`config.mk`:
```
export PLATFORM = sky130hd
export DESIGN_NAME = sector_trimmed_nearest_range
export DESIGN_NICKNAME = d
export VERILOG_FILES = /design/src/rtl/core/str_pkg.sv /design/src/rtl/core/str_rank_cell.sv /design/src/rtl/core/str_sector_chain.sv /design/src/rtl/core/str_mean_div3.sv /design/src/rtl/core/sector_trimmed_nearest_range.sv
export SDC_FILE = /design/constraint.sdc
export NUM_CORES = 2
export LEC_CHECK = 0
export ABC_AREA = 0
export BUFFER_PORTS_ARGS = -buffer_cell sky130_fd_sc_hd__clkbuf_2
export CAP_MARGIN = 10
export CORE_ASPECT_RATIO = 1.1
export CORE_MARGIN = 1.5
export CORE_UTILIZATION = 36
export DETAILED_ROUTE_END_ITERATION = 16
export GPL_ROUTABILITY_DRIVEN = 0
export PLACE_DENSITY_LB_ADDON = 0.05
export SLEW_MARGIN = 20
export SYNTH_ARGS = -nofsm -noshare
export SYNTH_HDL_FRONTEND = slang
export SYNTH_SLANG_ARGS = --single-unit
```
`constraint.sdc`:
```
create_clock -name clk_i -period 8.65 [get_ports clk_i]
set_input_delay 0.4325 -clock clk_i [delete_from_list [all_inputs] [get_ports clk_i]]
set_output_delay 0.4325 -clock clk_i [all_outputs]
set_load 0.02 [all_outputs]
```
`src/rtl/core/str_pkg.sv`:
```
package str_pkg;

  localparam int ANGLE_W     = 16;
  localparam int DIST_W      = 17;
  localparam int CFG_IDX_W   = 3;
  localparam int CFG_DATA_W  = 17;
  localparam int NUM_SECTORS = 5;
  localparam int SECTOR_W    = 3;
  localparam int MEAN_TAPS   = 3;
  localparam int SUM_W       = 19;

  // Truncating divide by three: q = (sum * ceil(2^21 / 3)) >> 21, exact for sum < 2^21.
  localparam int MUL_W      = 20;
  localparam int PROD_W     = SUM_W + MUL_W;
  localparam int DIV3_SHIFT = 21;
  localparam logic [MUL_W-1:0] DIV3_MUL = 20'd699051;

  localparam logic [ANGLE_W-1:0] EDGE_A_RESET = 16'd3000;
  localparam logic [ANGLE_W-1:0] EDGE_B_RESET = 16'd9000;
  localparam logic [ANGLE_W-1:0] EDGE_C_RESET = 16'd15000;
  localparam logic [ANGLE_W-1:0] EDGE_D_RESET = 16'd23000;
  localparam logic [ANGLE_W-1:0] EDGE_E_RESET = 16'd31000;
  localparam logic [DIST_W-1:0]  FILL_RESET   = 17'd100000;

  typedef enum logic [CFG_IDX_W-1:0] {
    REG_EDGE_A = 3'd0,
    REG_EDGE_B = 3'd1,
    REG_EDGE_C = 3'd2,
    REG_EDGE_D = 3'd3,
    REG_EDGE_E = 3'd4,
    REG_FILL   = 3'd5
  } cfg_idx_e;

  // Per-sector cell control.
  typedef struct packed {
    logic ins;     // insert the sample distance into this sector's list
    logic reload;  // end of scan: load the fill distance into every rank
  } str_ctl_t;

endpackage

```
`src/rtl/core/str_rank_cell.sv`:
```
module str_rank_cell
  import str_pkg::*;
(
  input  logic              clk_i,
  input  logic              rst_ni,
  input  str_ctl_t          ctl_i,
  input  logic [DIST_W-1:0] fill_i,
  input  logic [DIST_W-1:0] din_i,
  input  logic [DIST_W-1:0] prev_val_i,
  input  logic              prev_lt_i,
  output logic [DIST_W-1:0] val_o,
  output logic              lt_o,
  output logic [DIST_W-1:0] ins_nx_o
);

  logic [DIST_W-1:0] val_q, val_d;
  logic              lt;

  assign lt = din_i < val_q;

  // The upper neighbor taking the sample means every cell below it shifts down by one.
  always_comb begin
    ins_nx_o = val_q;
    if (ctl_i.ins) begin
      if (prev_lt_i) begin
        ins_nx_o = prev_val_i;
      end else if (lt) begin
        ins_nx_o = din_i;
      end
    end
    val_d = ctl_i.reload ? fill_i : ins_nx_o;
  end

  always_ff @(posedge clk_i or negedge rst_ni) begin
    if (!rst_ni) begin
      val_q <= FILL_RESET;
    end else begin
      val_q <= val_d;
    end
  end

  assign val_o = val_q;
  assign lt_o  = lt;

endmodule

```
`src/rtl/core/str_sector_chain.sv`:
```
module str_sector_chain
  import str_pkg::*;
#(
  parameter int DEPTH = 6,
  parameter int TAP   = 3
) (
  input  logic                             clk_i,
  input  logic                             rst_ni,
  input  str_ctl_t                         ctl_i,
  input  logic [DIST_W-1:0]                fill_i,
  input  logic [DIST_W-1:0]                din_i,
  output logic [MEAN_TAPS-1:0][DIST_W-1:0] tap_o,
  output logic                             ordered_o
);

  logic [DIST_W-1:0] val    [DEPTH];
  logic [DIST_W-1:0] ins_nx [DEPTH];
  logic              lt     [DEPTH];
  logic [DEPTH-2:0]  ord;

  for (genvar i = 0; i < DEPTH; i++) begin : g_cell
    logic [DIST_W-1:0] prev_val;
    logic              prev_lt;
    if (i == 0) begin : g_head
      assign prev_val = '0;
      assign prev_lt  = 1'b0;
    end else begin : g_body
      assign prev_val = val[i-1];
      assign prev_lt  = lt[i-1];
    end

    str_rank_cell u_cell (
      .clk_i      (clk_i),
      .rst_ni     (rst_ni),
      .ctl_i      (ctl_i),
      .fill_i     (fill_i),
      .din_i      (din_i),
      .prev_val_i (prev_val),
      .prev_lt_i  (prev_lt),
      .val_o      (val[i]),
      .lt_o       (lt[i]),
      .ins_nx_o   (ins_nx[i])
    );
  end

  for (genvar i = 0; i < DEPTH - 1; i++) begin : g_ord
    assign ord[i] = val[i] <= val[i+1];
  end

  for (genvar k = 0; k < MEAN_TAPS; k++) begin : g_tap
    assign tap_o[k] = ins_nx[TAP+k];
  end

  assign ordered_o = &ord;

endmodule

```
`src/rtl/core/str_mean_div3.sv`:
```
module str_mean_div3
  import str_pkg::*;
(
  input  logic                             clk_i,
  input  logic [MEAN_TAPS-1:0][DIST_W-1:0] tap_i,
  input  logic                             sum_en_i,
  input  logic                             quo_en_i,
  output logic [DIST_W-1:0]                mean_o
);

  logic [SUM_W-1:0]  sum_q, sum_d;
  logic [PROD_W-1:0] prod;
  logic [DIST_W-1:0] mean_q;

  assign sum_d = SUM_W'(tap_i[0]) + SUM_W'(tap_i[1]) + SUM_W'(tap_i[2]);
  assign prod  = PROD_W'(sum_q) * PROD_W'(DIV3_MUL);

  always_ff @(posedge clk_i) begin
    if (sum_en_i) begin
      sum_q <= sum_d;
    end
    if (quo_en_i) begin
      mean_q <= prod[DIV3_SHIFT +: DIST_W];
    end
  end

  assign mean_o = mean_q;

endmodule

```
`src/rtl/core/sector_trimmed_nearest_range.sv`:
```
// Channel   Dir  Handshake                 Payload
// s_axis    in   s_axis_tvalid/tready      tdata: angle, distance; tlast: scan end
// m_axis    out  m_axis_tvalid/tready      tdata: sector 0..4 trimmed mean ranges
// cfg       in   cfg_we_i (no wait)        cfg_index_i, cfg_wdata_i
//
// One sample request is taken per clock while s_axis_tready_o is high; the rank cells register it.
// A scan result passes the tap capture, sum and reciprocal multiply registers, in that order.
// Reset loads every rank cell with the reset fill distance and the edges with their defaults.
// A stalled output holds the three-stage result pipeline; input stalls only when it is full.
module sector_trimmed_nearest_range
  import str_pkg::*;
#(
  parameter int SKIP_COUNT = 3
) (
  input  logic                  clk_i,
  input  logic                  rst_ni,
  input  logic                  s_axis_tvalid_i,
  output logic                  s_axis_tready_o,
  // [15:0] angle_centideg, [32:16] distance_mm, [39:33] zero
  input  logic [39:0]           s_axis_tdata_i,
  input  logic                  s_axis_tlast_i,
  output logic                  m_axis_tvalid_o,
  input  logic                  m_axis_tready_i,
  // [16:0] sector0_range, [33:17] sector1_range, [50:34] sector2_range,
  // [67:51] sector3_range, [84:68] sector4_range, [87:85] zero
  output logic [87:0]           m_axis_tdata_o,
  input  logic                  cfg_we_i,
  input  logic [CFG_IDX_W-1:0]  cfg_index_i,
  input  logic [CFG_DATA_W-1:0] cfg_wdata_i
);

  localparam int RANK_DEPTH = SKIP_COUNT + 3;

  // Configuration registers. Writes must come only while the block is idle; it is not enforced.
  logic [ANGLE_W-1:0] edge_a_q, edge_b_q, edge_c_q, edge_d_q, edge_e_q;
  logic [DIST_W-1:0]  fill_q;

  always_ff @(posedge clk_i or negedge rst_ni) begin
    if (!rst_ni) begin
      edge_a_q <= EDGE_A_RESET;
      edge_b_q <= EDGE_B_RESET;
      edge_c_q <= EDGE_C_RESET;
      edge_d_q <= EDGE_D_RESET;
      edge_e_q <= EDGE_E_RESET;
      fill_q   <= FILL_RESET;
    end else if (cfg_we_i) begin
      case (cfg_index_i)
        REG_EDGE_A: edge_a_q <= cfg_wdata_i[ANGLE_W-1:0];
        REG_EDGE_B: edge_b_q <= cfg_wdata_i[ANGLE_W-1:0];
        REG_EDGE_C: edge_c_q <= cfg_wdata_i[ANGLE_W-1:0];
        REG_EDGE_D: edge_d_q <= cfg_wdata_i[ANGLE_W-1:0];
        REG_EDGE_E: edge_e_q <= cfg_wdata_i[ANGLE_W-1:0];
        REG_FILL:   fill_q   <= cfg_wdata_i;
        default: ;
      endcase
    end
  end

  // Input unpacking and the accept strobe.
  logic [ANGLE_W-1:0] angle;
  logic [DIST_W-1:0]  dist_mm;
  logic               s_acc;
  logic               scan_done;

  assign angle     = s_axis_tdata_i[ANGLE_W-1:0];
  assign dist_mm   = s_axis_tdata_i[ANGLE_W +: DIST_W];
  assign s_acc     = s_axis_tvalid_i && s_axis_tready_o;
  assign scan_done = s_acc && s_axis_tlast_i;

  // Sector choice, tested in priority order. The wrap sector covers the span from
  // edge E through zero up to edge A; everything else that is left goes to sector 4.
  logic [SECTOR_W-1:0] sel;

  always_comb begin
    if (angle >= edge_b_q && angle < edge_c_q) begin
      sel = 3'd0;
    end else if (angle >= edge_c_q && angle < edge_d_q) begin
      sel = 3'd1;
    end else if (angle >= edge_d_q && angle < edge_e_q) begin
      sel = 3'd2;
    end else if (angle >= edge_e_q || angle < edge_a_q) begin
      sel = 3'd3;
    end else begin
      sel = 3'd4;
    end
  end

  // One chain of rank cells per sector. A zero distance never enters a list, but a
  // zero-distance last sample still closes the scan and reloads every list.
  logic [NUM_SECTORS-1:0][MEAN_TAPS-1:0][DIST_W-1:0] tap;
  logic [NUM_SECTORS-1:0]                            ordered;
  logic [NUM_SECTORS-1:0][MEAN_TAPS-1:0][DIST_W-1:0] tap_q;

  for (genvar s = 0; s < NUM_SECTORS; s++) begin : g_sector
    str_ctl_t ctl;
    assign ctl.ins    = s_acc && (dist_mm != '0) && (sel == SECTOR_W'(s));
    assign ctl.reload = scan_done;

    str_sector_chain #(
      .DEPTH (RANK_DEPTH),
      .TAP   (SKIP_COUNT)
    ) u_chain (
      .clk_i     (clk_i),
      .rst_ni    (rst_ni),
      .ctl_i     (ctl),
      .fill_i    (fill_q),
      .din_i     (dist_mm),
      .tap_o     (tap[s]),
      .ordered_o (ordered[s])
    );
  end

  // Result pipeline: stage 1 holds the three ranks that follow the SKIP_COUNT nearest in each
  // sector as they stand after the last insertion, stage 2 their sums, stage 3 the quotients by three.
  logic v1_q, v2_q, v3_q;
  logic rdy1, rdy2, rdy3;
  logic adv12, adv23;

  assign rdy3  = !v3_q || m_axis_tready_i;
  assign rdy2  = !v2_q || rdy3;
  assign rdy1  = !v1_q || rdy2;
  assign adv12 = v1_q && rdy2;
  assign adv23 = v2_q && rdy3;

  assign s_axis_tready_o = rdy1;

  always_ff @(posedge clk_i or negedge rst_ni) begin
    if (!rst_ni) begin
      v1_q <= 1'b0;
      v2_q <= 1'b0;
      v3_q <= 1'b0;
    end else begin
      v1_q <= scan_done || (v1_q && !rdy2);
      v2_q <= adv12 || (v2_q && !rdy3);
      v3_q <= adv23 || (v3_q && !m_axis_tready_i);
    end
  end

  always_ff @(posedge clk_i) begin
    if (scan_done) begin
      tap_q <= tap;
    end
  end

  logic [NUM_SECTORS-1:0][DIST_W-1:0] mean;

  for (genvar s = 0; s < NUM_SECTORS; s++) begin : g_mean
    str_mean_div3 u_div (
      .clk_i    (clk_i),
      .tap_i    (tap_q[s]),
      .sum_en_i (adv12),
      .quo_en_i (adv23),
      .mean_o   (mean[s])
    );
  end

  assign m_axis_tvalid_o = v3_q;
  assign m_axis_tdata_o  = {3'b000, mean};

  // The end of a scan always lands in the first result stage.
  a_scan_capture: assert property (@(posedge clk_i) disable iff (!rst_ni)
    scan_done |=> v1_q)
    else $error("scan end did not load the result pipeline");

  // Every rank list stays in ascending order.
  a_lists_sorted: assert property (@(posedge clk_i) disable iff (!rst_ni)
    &ordered)
    else $error("rank list out of order");

  // A sum waiting in stage 2 with stage 3 free moves on in the next cycle.
  a_stage_advance: assert property (@(posedge clk_i) disable iff (!rst_ni)
    (v2_q && !v3_q) |=> v3_q)
    else $error("result pipeline failed to advance");

  // Input is held off only while every result stage is occupied.
  a_ready_full: assert property (@(posedge clk_i) disable iff (!rst_ni)
    !s_axis_tready_o |-> (v1_q && v2_q && v3_q && !m_axis_tready_i))
    else $error("input stalled with room in the pipeline");

endmodule
```
-- After elaboration in Yosys (flattened, before gate mapping)
Cells that the tools add are included.
- register bits: 1045
- input port bits: 66
- output and inout port bits: 90
- logic and storage cells: 318
- add/sub/neg operators: 10
- multipliers: 5
- magnitude comparators: 38
- eq/ne operators: 9
- muxes and demuxes: 119
- reductions and logical operators: 73
- operator list (operator ; number):
    17-bit 2-to-1 mux ; 115
    17-bit less-than comparator ; 30
    19-bit by 20-bit multiplier with 38-bit output, second input constant ; 5
    19-bit by 17-bit adder with 19-bit output ; 5
    17-bit by 17-bit adder with 18-bit output ; 5
    16-bit greater-or-equal comparator ; 4
    16-bit less-than comparator ; 4
    2-bit AND reduction ; 21
    3-bit nonzero test ; 10
    2-bit nonzero test ; 10
    17-bit nonzero test ; 1
    1-bit logical AND ; 16
    3-bit by 2-bit equality test with 1-bit output, second input constant ; 4
    3-bit 2-to-1 mux ; 4
    3-bit equality test, second input constant ; 3
    1-bit logical OR ; 7
    3-bit by 1-bit equality test with 1-bit output, second input constant ; 2
    1-bit zero test ; 6
    3-bit zero test ; 2

-- Logic depth before layout (Yosys ltp)
- depth in word-level cells: 10
- depth in mapped cells: 23

-- Modules after synthesis
From an unflattened synthesis, not the netlist that was laid out.
- cell total of the unflattened synthesis: 13495
- area total of the unflattened synthesis: 119616.0 um^2
- modules (own cells, without submodules) (module ; times used ; cells an instance ; area an instance (um^2) ; sequential area each (um^2)):
    str_rank_cell (g_sector[0].u_chain.g_cell[0].u_cell ...) ; 19 ; 244 ; 1956.9 ; 432.9
    str_rank_cell (g_sector[3].u_chain.g_cell[1].u_cell ...) ; 11 ; 251 ; 1854.3 ; 432.9
    str_mean_div3 (g_mean[0].u_div ...) ; 2 ; 783 ; 7759.9 ; 1081.0
    sector_trimmed_nearest_range ; 1 ; 838 ; 13474.2 ; 10209.8
    str_sector_chain ; 5 ; 303 ; 2144.6 ; 0.0
    str_mean_div3 (g_mean[2].u_div) ; 1 ; 754 ; 7613.6 ; 1081.0
    str_mean_div3 (g_mean[3].u_div) ; 1 ; 721 ; 7389.6 ; 1081.0
    str_mean_div3 (g_mean[4].u_div) ; 1 ; 704 ; 7318.3 ; 1081.0

-- Worst setup path before layout
Ideal clock, no wire load.
- kind: register to register
- from: register v3_q, in the netlist m_axis_tvalid_o
- to: register g_sector[0].u_chain.g_cell[4].u_cell.val_q[11]
- library setup time: 499 ps
- arrival: 9251 ps
- data required time: 8151 ps
- slack: -1100 ps
- cell stages (with the launch flop): 9
- path buffers: 3
- clock period less this slack: 9750 ps
- path through: dfrtp_1 -> nor2b_1 -> nand3_1 -> nand3_1 -> inv_1 -> clkbuf_1 -> clkbuf_1 -> clkbuf_1 -> o221ai_1
- RTL lines (what ; RTL line ; RTL):
    start, declared ; sector_trimmed_nearest_range.sv:115 ; logic v1_q, v2_q, v3_q;
    start signal, assigned ; sector_trimmed_nearest_range.sv:135 ; v3_q <= adv23 || (v3_q && !m_axis_tready_i);
    1-bit zero test ; sector_trimmed_nearest_range.sv:119 ; assign rdy3 = !v3_q || m_axis_tready_i;
    1-bit logical OR ; sector_trimmed_nearest_range.sv:119 ;
    1-bit logical OR ; sector_trimmed_nearest_range.sv:120 ; assign rdy2 = !v2_q || rdy3;
    1-bit logical OR ; sector_trimmed_nearest_range.sv:121 ; assign rdy1 = !v1_q || rdy2;
    named net s_axis_tready_o ; sector_trimmed_nearest_range.sv:18 ; output logic s_axis_tready_o,
    1-bit logical AND ; sector_trimmed_nearest_range.sv:67 ; assign s_acc = s_axis_tvalid_i && s_axis_tready_o;
    1-bit logical AND ; sector_trimmed_nearest_range.sv:68 ; assign scan_done = s_acc && s_axis_tlast_i;
    named net scan_done ; sector_trimmed_nearest_range.sv:63 ; logic scan_done;
    17-bit 2-to-1 mux ; str_rank_cell.sv:31 ; val_d = ctl_i.reload ? fill_i : ins_nx_o;
    named net g_sector[0].u_chain.g_cell[4].u_cell.val_d[11] ; str_rank_cell.sv:16 ; logic [DIST_W-1:0] val_q, val_d;
    end signal, assigned ; str_rank_cell.sv:38 ; val_q <= val_d;
    end, declared ; str_rank_cell.sv:16 ;
The timed path passes the listed nets, and every way through them passes these cells.
A chain may end at the register's enable or synchronous reset.

-- Worst setup path in the final report
- from: register g_mean[4].u_div.sum_q[4]
- to: register g_mean[4].u_div.mean_q[16] (data pin)
- longest elaborated chain between the ends: 1
- ends and longest elaborated chain (what ; RTL line ; RTL):
    start, declared ; str_mean_div3.sv:11 ; logic [SUM_W-1:0] sum_q, sum_d;
    start signal, assigned ; str_mean_div3.sv:20 ; sum_q <= sum_d;
    19-bit by 20-bit multiplier with 38-bit output ; str_mean_div3.sv:16 ; assign prod = PROD_W'(sum_q) * PROD_W'(DIV3_MUL);
    named net g_mean[4].u_div.prod[37] ; str_mean_div3.sv:12 ; logic [PROD_W-1:0] prod;
    end signal, assigned ; str_mean_div3.sv:23 ; mean_q <= prod[DIV3_SHIFT +: DIST_W];
    end, declared ; str_mean_div3.sv:13 ; logic [DIST_W-1:0] mean_q;
The timed path passes the listed nets, and every way through them passes these cells.

==> metrics.txt <==
status=complete, no violations; total clock sinks=1,045; Final period util=82.0%; hold slack=0.117 ns; Worst setup EP type=flop; vias=66,400; IO buf count=145; final WL=294 mm; xor/xnor share of the synthesized area=2.29%; largest net degree at the start of global routing=140; Die H=529 um; Mapped Area=0.0905 mm^2; number of DRC markers in iteration 0=4,176; Die W=481 um; crit-path max FO=5; initial antenna violation count=13; compound-gate portion of the synthesized area=17.3%; Post-synth top flop=edfxtp_1; clk root buf=clkbuf_16; Post-Synth Simple-Gate Area=6.40%; CTS tree=built; syn avg cell area=10.3 um^2; sequential element share of the synthesized area=31.6%; Max Cap Viol=0; die area=0.254 mm^2; Inserted Clock Buffers=137; Gate Count Post-Synth=8,807; DRT met1 WL=134 mm; clk_lat worst skew=0.83 ns; reg-to-reg endpoint=g_mean[4].u_div.mean_o[16]; Bufs on Longest Clock Path=3; wire length of the first global-routing pass=441 mm; Crit Path Class=flop to flop; initial cell density of the core=36.3%; setup TNS=0 ns; Vias/cell=5.37; #FFs+latches synth=1,045; Top Layer Used=met5; grt ovf=0; Max Freq=0.141 GHz; met3 WL=13.8 mm; reg2reg start=g_mean[4].u_div.sum_q[4]; Worst Tran Pin Value=1.15 ns; DP HPWL=220 mm; RSZ-0062 raised after global routing=no; vias in the first global route=67,700; H-tree depth=4; Routed Antenna Nets=0; Startpoint Class=flop; R2R depth=19; fin util=40.2%; Slew HR=23.0%; Final Hold Viols=0; largest family of logic cells by synthesized area=adder cells; Yosys cell types=94; critical path startpoint=g_mean[4].u_div.sum_q[4]; Tightest Hold Check Type=input port to flop; WL per Instance=23.8 um; Cell Rows=192; Critical Path Sink=g_mean[4].u_div.mean_o[16]; Worst Clk Skew=0.0367 ns; worst endpoint required time=9.20 ns; Slew Limit Fails=0; CTS clk-pin slew, worst paths=0.06 ns; final setup fails=0; io pins=156; R2R Setup Slk=1.56 ns; # DRC=0; layout cells sized above 1=10.6%; core area=0.249 mm^2; Resize count post-CTS=0; synth top area cells=ha_1, edfxtp_1, fa_1; min Tclk post-route=7.09 ns; Syn. warnings=0; crit path DAT=7.64 ns; Area Overhead vs Synth=10.9%; mux share of post-synthesis cell area=4.41%; routed wl met2=136 mm; NumNets Final=10,900; Async S/R FF share, synth=58.4%; cell taking the most area after synthesis=ha_1; EDFF count, synth=435; 1st-pass router iterations=6; area fraction of the dominant cell type after synthesis=19.0%; Total GRT Usage=23.1%; adder-cell share of the synthesized area=30.3%
[metal layers]
| layer | global-route usage, % | up-vias |
|---|---|---|
| met3 | 3.57 | 379 |
| met1 | 31.0 | 33100 |
| met4 | 8.14 | 8 |
| met2 | 37.5 | 1494 |
| met5 | 0 | - |
| li1 | - | 31500 |
[Yosys cell counts (26+ instances only)]
master        n
a211o_1      57
a211oi_1     50
a21o_1      263
a21oi_1     514
a221o_1     121
a221oi_1     26
a22o_1      184
a22oi_1      70
a2bb2oi_1    37
a31oi_1      66
and2_1       43
and3_1       55
buf_2        52
clkbuf_1    237
dfrtp_1     390
dfstp_2     220
edfxtp_1    435
fa_1        511
ha_1       1377
inv_1      1491
mux2_2      150
mux2i_1     219
nand2_1     369
nand2b_1     70
nand3_1     149
nand4_1      45
nor2_1      264
nor2b_1      67
nor3_1       73
o2111ai_1    30
o211ai_1     71
o21a_1       92
o21ai_0     302
o21bai_1     44
o221ai_1     34
o22a_1       37
o22ai_1      53
o31ai_1      45
xnor2_1     171
xor2_1       66
[cell usage in the layout, fill, tap and decap left out, types with 71 or more instances in the layout]
| cell | Yosys | routed |
|---|---|---|
| mux2_2 | 150 | 150 |
| o211ai_1 | 71 | 71 |
| nor3_1 | 73 | 71 |
| nand2_1 | 369 | 369 |
| buf_4 | 5 | 167 |
| inv_1 | 1491 | 1490 |
| nand3_1 | 149 | 147 |
| clkbuf_2 | 0 | 127 |
| mux2i_1 | 219 | 219 |
| a221o_1 | 121 | 121 |
| o21a_1 | 92 | 92 |
| o21ai_0 | 302 | 301 |
| edfxtp_1 | 435 | 435 |
| a22o_1 | 184 | 184 |
| xnor2_1 | 171 | 171 |
| dfstp_2 | 220 | 220 |
| clkbuf_16 | 0 | 142 |
| ha_1 | 1377 | 1377 |
| a21oi_1 | 514 | 510 |
| a21o_1 | 263 | 263 |
| fa_1 | 511 | 511 |
| nor2_1 | 264 | 261 |
| dfrtp_1 | 390 | 390 |
[logic make-up after synthesis]
kind of cell,Yosys count
fa+ha+maj,1888
flops,1045
compound gates,2235
xor+xnor,237
mux,379
simple gates,1210
other cells,1
buf+inv,1812
[how the worst min path moves through the flow]
| stage | startpoint | end | slack [ns] | depth (start not counted) |
|---|---|---|---|---|
| after global placement | v1_q | v2_q | 0.47 | 1 |
| final | cfg_index_i[1] | edge_e_q[0] | 0.12 | 3 |
| after floorplan | rst_ni | edge_a_q[0] | 0.14 | 0 |
| after detailed placement | v1_q | v2_q | 0.48 | 1 |
| after CTS | cfg_index_i[1] | edge_e_q[0] | 0.05 | 3 |
| after global routing | cfg_index_i[1] | edge_e_q[0] | 0.09 | 3 |
[cell type report]
cell class	instances	area, um^2
Fill cell	24400	149000
Multi-Input combinational cell	5952	55200
Sequential cell	1045	28600
Inverter	1492	5610
Tap cell	3298	4130
Clock buffer	195	3900
Timing Repair Buffer	322	2220
Clock inverter	59	637
Antenna cell	7	17.5
[sequential cells by signal (all words and copies together), names as in the netlist]
register	flops
edge_b_q	16
m_axis_tvalid_o	1
g_mean.u_div.sum_q	95
g_mean.u_div.mean_o	85
edge_a_q	16
v1_q	1
fill_q	17
tap_q	255
v2_q	1
edge_d_q	16
g_sector.u_chain.g_cell.u_cell.val_o	510
edge_c_q	16
edge_e_q	16
[through the flow]
| stage | worst slack [ns] | std cells | area [um^2] |
|---|---|---|---|
| finish | 1.56 | 12400 | 100000 |
| global route | 1.09 | 12400 | 100000 |
| CTS | 1.55 | 12400 | 100000 |
| detailed placement | 1.59 | 12100 | 95500 |
| global placement | 1.55 | 12100 | 95500 |
| floorplan | 2.32 | 8809 | 90500 |
[critical path, stage by stage, from the launching register on]
cell and delay (ns):
edfxtp_1 0.45, ha_1 0.40, fa_1 0.64, inv_1 0.13, fa_1 0.70, inv_1 0.09, fa_1 0.48, fa_1 0.50
inv_1 0.05, fa_1 0.49, inv_1 0.05, ha_1 0.33, a222oi_1 0.31, nand2_1 0.12, o41ai_1 0.76, o311ai_0 0.39
a21o_1 0.29, a21oi_1 0.32, o21ai_0 0.18, xnor2_1 0.15
[repair_timing]
action                     4_1_cts  5_1_grt
buffers inserted                 0        0
hold endpoints to repair       143        0
hold buffers                    19        0
setup endpoints to repair        0        0
Power is not shown: default switching activity piles up to over one toggle a cycle in this logic, so the estimate is an artifact.
